==> src/rtl/gfa_pkg.sv <==
// shared types and constants of the gravity force accumulator
package gfa_pkg;

  localparam int DN_W       = 30;  // width of a normalized axis distance
  localparam int NORM_LO    = 29;  // normalized max distance lies in [2^29, 2^30)
  localparam int NORM_HI    = 30;
  localparam int ROOT_STEPS = 32;  // square root, one result bit per step
  localparam int DIV_STEPS  = 63;  // 2^62 / rn, one quotient bit per step
  localparam int CNT_W      = 6;
  localparam int ROOT_W     = 31;  // floor(sqrt(r2)) < 2^31
  localparam int QUO_W      = 34;  // 2^62 / rn <= 2^33

  localparam logic [1:0] REG_TARGET_X = 2'd0;
  localparam logic [1:0] REG_TARGET_Y = 2'd1;
  localparam logic [1:0] REG_TARGET_Z = 2'd2;

  typedef enum logic [3:0] {
    S_IDLE, S_NORM, S_SQ, S_ROOT, S_DIV, S_M1, S_M2, S_M3,
    S_QMUL, S_ACC, S_DONE, S_EMIT
  } state_t;

  typedef enum logic [3:0] {
    OP_NONE, OP_LOAD, OP_NORM, OP_SQ, OP_ROOT, OP_DIV, OP_M1, OP_M2, OP_M3,
    OP_QMUL, OP_ACC, OP_EMIT
  } op_t;

  typedef struct packed {
    op_t        op;
    logic [1:0] axis;
    logic       first;
  } cmd_t;

  typedef struct packed {
    logic skip;      // self source or zero distance
    logic norm_hi;   // max distance at or above 2^30
    logic norm_lo;   // max distance below 2^29
    logic last;
    logic out_busy;  // result register full and stalled
  } status_t;

endpackage

==> src/rtl/gfa_ctrl.sv <==
// sequencer of the force datapath
module gfa_ctrl import gfa_pkg::*; (
  input  logic    clk,
  input  logic    rst_n,
  input  logic    in_valid,
  output logic    in_stall,
  input  status_t status,
  output cmd_t    cmd
);

  state_t             state_r, state_nxt;
  logic [CNT_W-1:0]   cnt_r, cnt_nxt;
  logic [1:0]         axis_r, axis_nxt;

  always_ff @(posedge clk) begin
    if (!rst_n) begin
      state_r <= S_IDLE;
      cnt_r   <= '0;
      axis_r  <= '0;
    end else begin
      state_r <= state_nxt;
      cnt_r   <= cnt_nxt;
      axis_r  <= axis_nxt;
    end
  end

  always_comb begin
    state_nxt = state_r;
    cnt_nxt   = cnt_r;
    axis_nxt  = axis_r;
    cmd.op    = OP_NONE;
    cmd.axis  = axis_r;
    cmd.first = (cnt_r == '0);
    in_stall  = (state_r != S_IDLE);
    case (state_r)
      S_IDLE: begin
        if (in_valid) begin
          cmd.op    = OP_LOAD;
          state_nxt = S_NORM;
        end
      end
      S_NORM: begin
        if (status.skip) begin
          state_nxt = S_DONE;
        end else if (status.norm_hi || status.norm_lo) begin
          cmd.op = OP_NORM;
        end else begin
          state_nxt = S_SQ;
          axis_nxt  = '0;
        end
      end
      S_SQ: begin
        cmd.op = OP_SQ;
        if (axis_r == 2'd2) begin
          state_nxt = S_ROOT;
          cnt_nxt   = '0;
        end else begin
          axis_nxt = axis_r + 2'd1;
        end
      end
      S_ROOT: begin
        cmd.op = OP_ROOT;
        if (cnt_r == CNT_W'(ROOT_STEPS - 1)) begin
          state_nxt = S_DIV;
          cnt_nxt   = '0;
        end else begin
          cnt_nxt = cnt_r + 1'b1;
        end
      end
      S_DIV: begin
        cmd.op = OP_DIV;
        if (cnt_r == CNT_W'(DIV_STEPS - 1)) begin
          state_nxt = S_M1;
          cnt_nxt   = '0;
        end else begin
          cnt_nxt = cnt_r + 1'b1;
        end
      end
      S_M1: begin
        cmd.op    = OP_M1;
        state_nxt = S_M2;
      end
      S_M2: begin
        cmd.op    = OP_M2;
        state_nxt = S_M3;
      end
      S_M3: begin
        cmd.op    = OP_M3;
        state_nxt = S_QMUL;
        axis_nxt  = '0;
      end
      S_QMUL: begin
        cmd.op    = OP_QMUL;
        state_nxt = S_ACC;
      end
      S_ACC: begin
        cmd.op = OP_ACC;
        if (axis_r == 2'd2) begin
          state_nxt = S_DONE;
        end else begin
          axis_nxt  = axis_r + 2'd1;
          state_nxt = S_QMUL;
        end
      end
      S_DONE: begin
        state_nxt = status.last ? S_EMIT : S_IDLE;
      end
      S_EMIT: begin
        if (!status.out_busy) begin
          cmd.op    = OP_EMIT;
          state_nxt = S_IDLE;
        end
      end
      default: begin
        state_nxt = S_IDLE;
      end
    endcase
  end

  a_root_len: assert property (@(posedge clk) disable iff (!rst_n)
    (state_r == S_ROOT && cnt_r == CNT_W'(ROOT_STEPS - 1)) |=> state_r == S_DIV)
    else $error("square root did not hand over to the divider");

  a_emit_free: assert property (@(posedge clk) disable iff (!rst_n)
    (state_r == S_EMIT && !status.out_busy) |=> state_r == S_IDLE)
    else $error("emit stuck with free result register");

  a_sq_norm: assert property (@(posedge clk) disable iff (!rst_n)
    (state_r == S_SQ) |-> (!status.norm_hi && !status.norm_lo && !status.skip))
    else $error("squares taken on unnormalized distances");

endmodule

==> config.mk <==
export PLATFORM = sky130hd
export DESIGN_NAME = gfa_ctrl
export DESIGN_NICKNAME = d
export VERILOG_FILES = /design/src/rtl/gfa_pkg.sv /design/src/rtl/gfa_ctrl.sv
export SDC_FILE = /design/constraint.sdc
export NUM_CORES = 1
export LEC_CHECK = 0
export ABC_CLOCK_PERIOD_IN_PS = 2300
export BUFFER_PORTS_ARGS = -buffer_cell sky130_fd_sc_hd__buf_2
export CAP_MARGIN = 20
export CORE_MARGIN = 1.5
export CORE_UTILIZATION = 25
export CTS_BUF_LIST = sky130_fd_sc_hd__clkbuf_8
export DETAILED_ROUTE_END_ITERATION = 6
export GPL_TIMING_DRIVEN = 0
export PLACE_DENSITY = 0.47
export SLEW_MARGIN = 20
export SYNTH_ARGS = -nofsm -noshare
export SYNTH_HDL_FRONTEND = slang
export SYNTH_SLANG_ARGS = --single-unit
==> constraint.sdc <==
create_clock -name clk -period 2.3 [get_ports clk]
set_clock_uncertainty 0.15 [all_clocks]
set_input_delay 0.345 -clock clk [delete_from_list [all_inputs] [get_ports clk]]
set_output_delay 0.345 -clock clk [all_outputs]
set_load 0.01 [all_outputs]
==> reports/metrics.yaml <==
routed_wire_length_per_instance_um: 12.86
cp_max_fo: 19
regToRegSetupSlack_ns: 0.45
fin_crit_ns: 2.070
synth_warnings: 0
cp-endpoint: "cmd[3]"
grt_max_degree: 11
post_dp_cell_area_um2: 1162
cp.required_ns: 1.80
critPathArrivalTime_ns: 1.57
final_cell_mix: "buf_2 (18), nor2_1 (15), dfxtp_1 (12)"
viasPerCell: 5.059
timing.rr.start: "state_r[2]"
postCtsHoldBufs: 0
hpwlAfterDp_um: 2046
avgSynthCellArea_um2: 7.628
synth.distinct_cells: 48
clk_pin_slew_worst_paths_ns: 0.06
crit_start: "state_r[2]"
timing.fmax_mhz: 483.1
pre_cts_slack_ns: 0.3545
drtAntennaViolNets: 0
hold_violations: 0
portBuffers: 14
power.density_nw_per_um2: 1090
gp_congestion: 0.8046
via_count: 1022
wirelength_um: 2598
fin_area_um2: 1214
worst_slack_ns: 0.2301
finalMaxSlewViolations: 0
numCtsBuffers: 3
initial_core_util_pct: 25.93
worstSetupStartpointType: "flop"
slowest_stage: "dfxtp_1"
p_leak_nw: 0.4517
drv_cap: 0
io_pins: 16
synth_ff_type: "dfxtp_1"
row_count: 23
grt_pass1_wl_um: 4422
crit_type: "reg -> out"
drt_pass1_iterations: 5
tns_ns: 0
finalSetupViolations: 0
vdd_drop_max_mv: 0.3812
clockBufferDepth: 2
dieArea_um2: 4513
crit_chain: "buf_2 -> nand2b_1 -> nor2_1 -> o21ai_0 -> o21ai_0 -> buf_2"
htreeDepth: 1
r2r_cells: 6
worstHoldPathType: "reg -> reg"
cts.sinks: 12
tightest_slew_ns: 0.4616
grt_pass1_vias: 996
coreArea_um2: 3971
status: "complete, no violations"
synth_edf_count: 0
ys_async_sr_fraction_pct: 0
drc: 0
period_share_pct: 89.99
fp.dieW_um: 67.18
antenna_cells: 0
overflow: 0
ys_seq_area_share_pct: 23.33
relSlewSlack_pct: 69.22
reg2reg_to: "state_r[2]"
max_stage_delay_ns: 0.34
cts_tree: "yes"
fp.dieH_um: 67.18
cp-end-kind: "primary output"
layout_commonest_cell: "buf_2"
cts_root_buf: "clkbuf_8"
drt_iter0_drc: 27
antenna_found_initial: 0
rsz0062_at_grt: "false"
finalNetCount: 165
track_usage_pct: 12.98
synth_seq_cells: 12
areaGrowthSynthToFinish_pct: 17.86
finalPower_mw: 1.323
synth_cells: 135
fillers: 444
netlist_area_um2: 1030
drive_gt1_share_pct: 21.71
clk_latency_ns: 0.24
syn-num-nets: 147
## power breakdown
group	internal (mW)	switching (mW)
registers	0.250	0.0381
logic	0.332	0.469
clock network	0.151	0.0823
total	0.733	0.589
## critical path: cells and delay by family, from the launching register on
family / cells / cell delay (ns)
and+or+nand+nor: 2 / 0.32
buffers and inverters: 2 / 0.43
DFF: 1 / 0.34
AOI/OAI and AO/OA: 2 / 0.25
## registers in the layout (all words and copies together) (netlist names)
name,cells
cnt_r,6
state_r,4
axis_r,2
## cells by family (layout without fill, tap and decap cells)
logic type,after synthesis,count (layout),share of synthesized area (%)
mux,4,4,3.888
buf+inv,16,33,7.777
flops,12,12,23.33
xor+xnor,1,1,0.8507
fa+ha+maj,4,4,4.860
simple gates,59,59,31.84
compound gates,39,39,27.46
## layout make-up
type | count | area (um^2) | area share (%)
tap | 50 | 62.56 | 5.155
sequential | 12 | 240.2 | 19.79
clock buffer | 4 | 55.05 | 4.536
timing repair buffer | 14 | 70.07 | 5.773
multi-input combinational | 107 | 709.4 | 58.45
inverter | 7 | 26.28 | 2.165
buffer | 8 | 50.05 | 4.124
## how the worst min path moves through the flow
stage	startpoint	endpoint	cells past startpoint
after floorplan	cnt_r[0]	cnt_r[0]	1
after global placement	axis_r[1]	axis_r[1]	2
after detailed placement	axis_r[1]	axis_r[1]	2
after CTS	axis_r[1]	axis_r[1]	2
after global routing	axis_r[1]	axis_r[1]	2
final	axis_r[1]	axis_r[1]	2
## layer usage
layer / global-route usage [%] / up-vias / part of all wire [%]
met5: 0 / - / 0
met4: 4.847 / 0 / 0.77
met3: 3.000 / 2 / 2.7
met2: 21.66 / 15 / 50
met1: 16.24 / 492 / 47
li1: - / 513 / -
## cell usage after synthesis, drive strengths merged (3+ instances only)
cell    number  area (um^2)
nand3        8        45.04
mux2i        4        40.04
ha           4        50.05
nor3         3        20.02
or2          3        21.28
o21ai        9        56.31
nand2       10        37.54
buf          7        46.29
nor2        15        56.30
nand2b       6        37.54
inv          7        26.28
a22oi        4        30.03
dfxtp       12        240.2
or3          3        18.77
a21oi       10        65.07
## stage by stage
stage / hold WS, ns / std cells / util [%]
4_1_cts: 0.3520 / 203 / 30.66
3_3_place_gp: 0.3294 / 199 / 29.27
2_1_floorplan: 0.3373 / 135 / -
3_5_place_dp: 0.3406 / 199 / 29.27
5_1_grt: 0.3861 / 202 / 30.56
6_report: 0.3529 / 202 / 30.56
## what timing repair did
item                       in CTS  in global routing
resized for setup               0                  0
setup buffers                   0                  0
setup endpoints to repair       0                  1
Power figures use the tool's default switching activity.
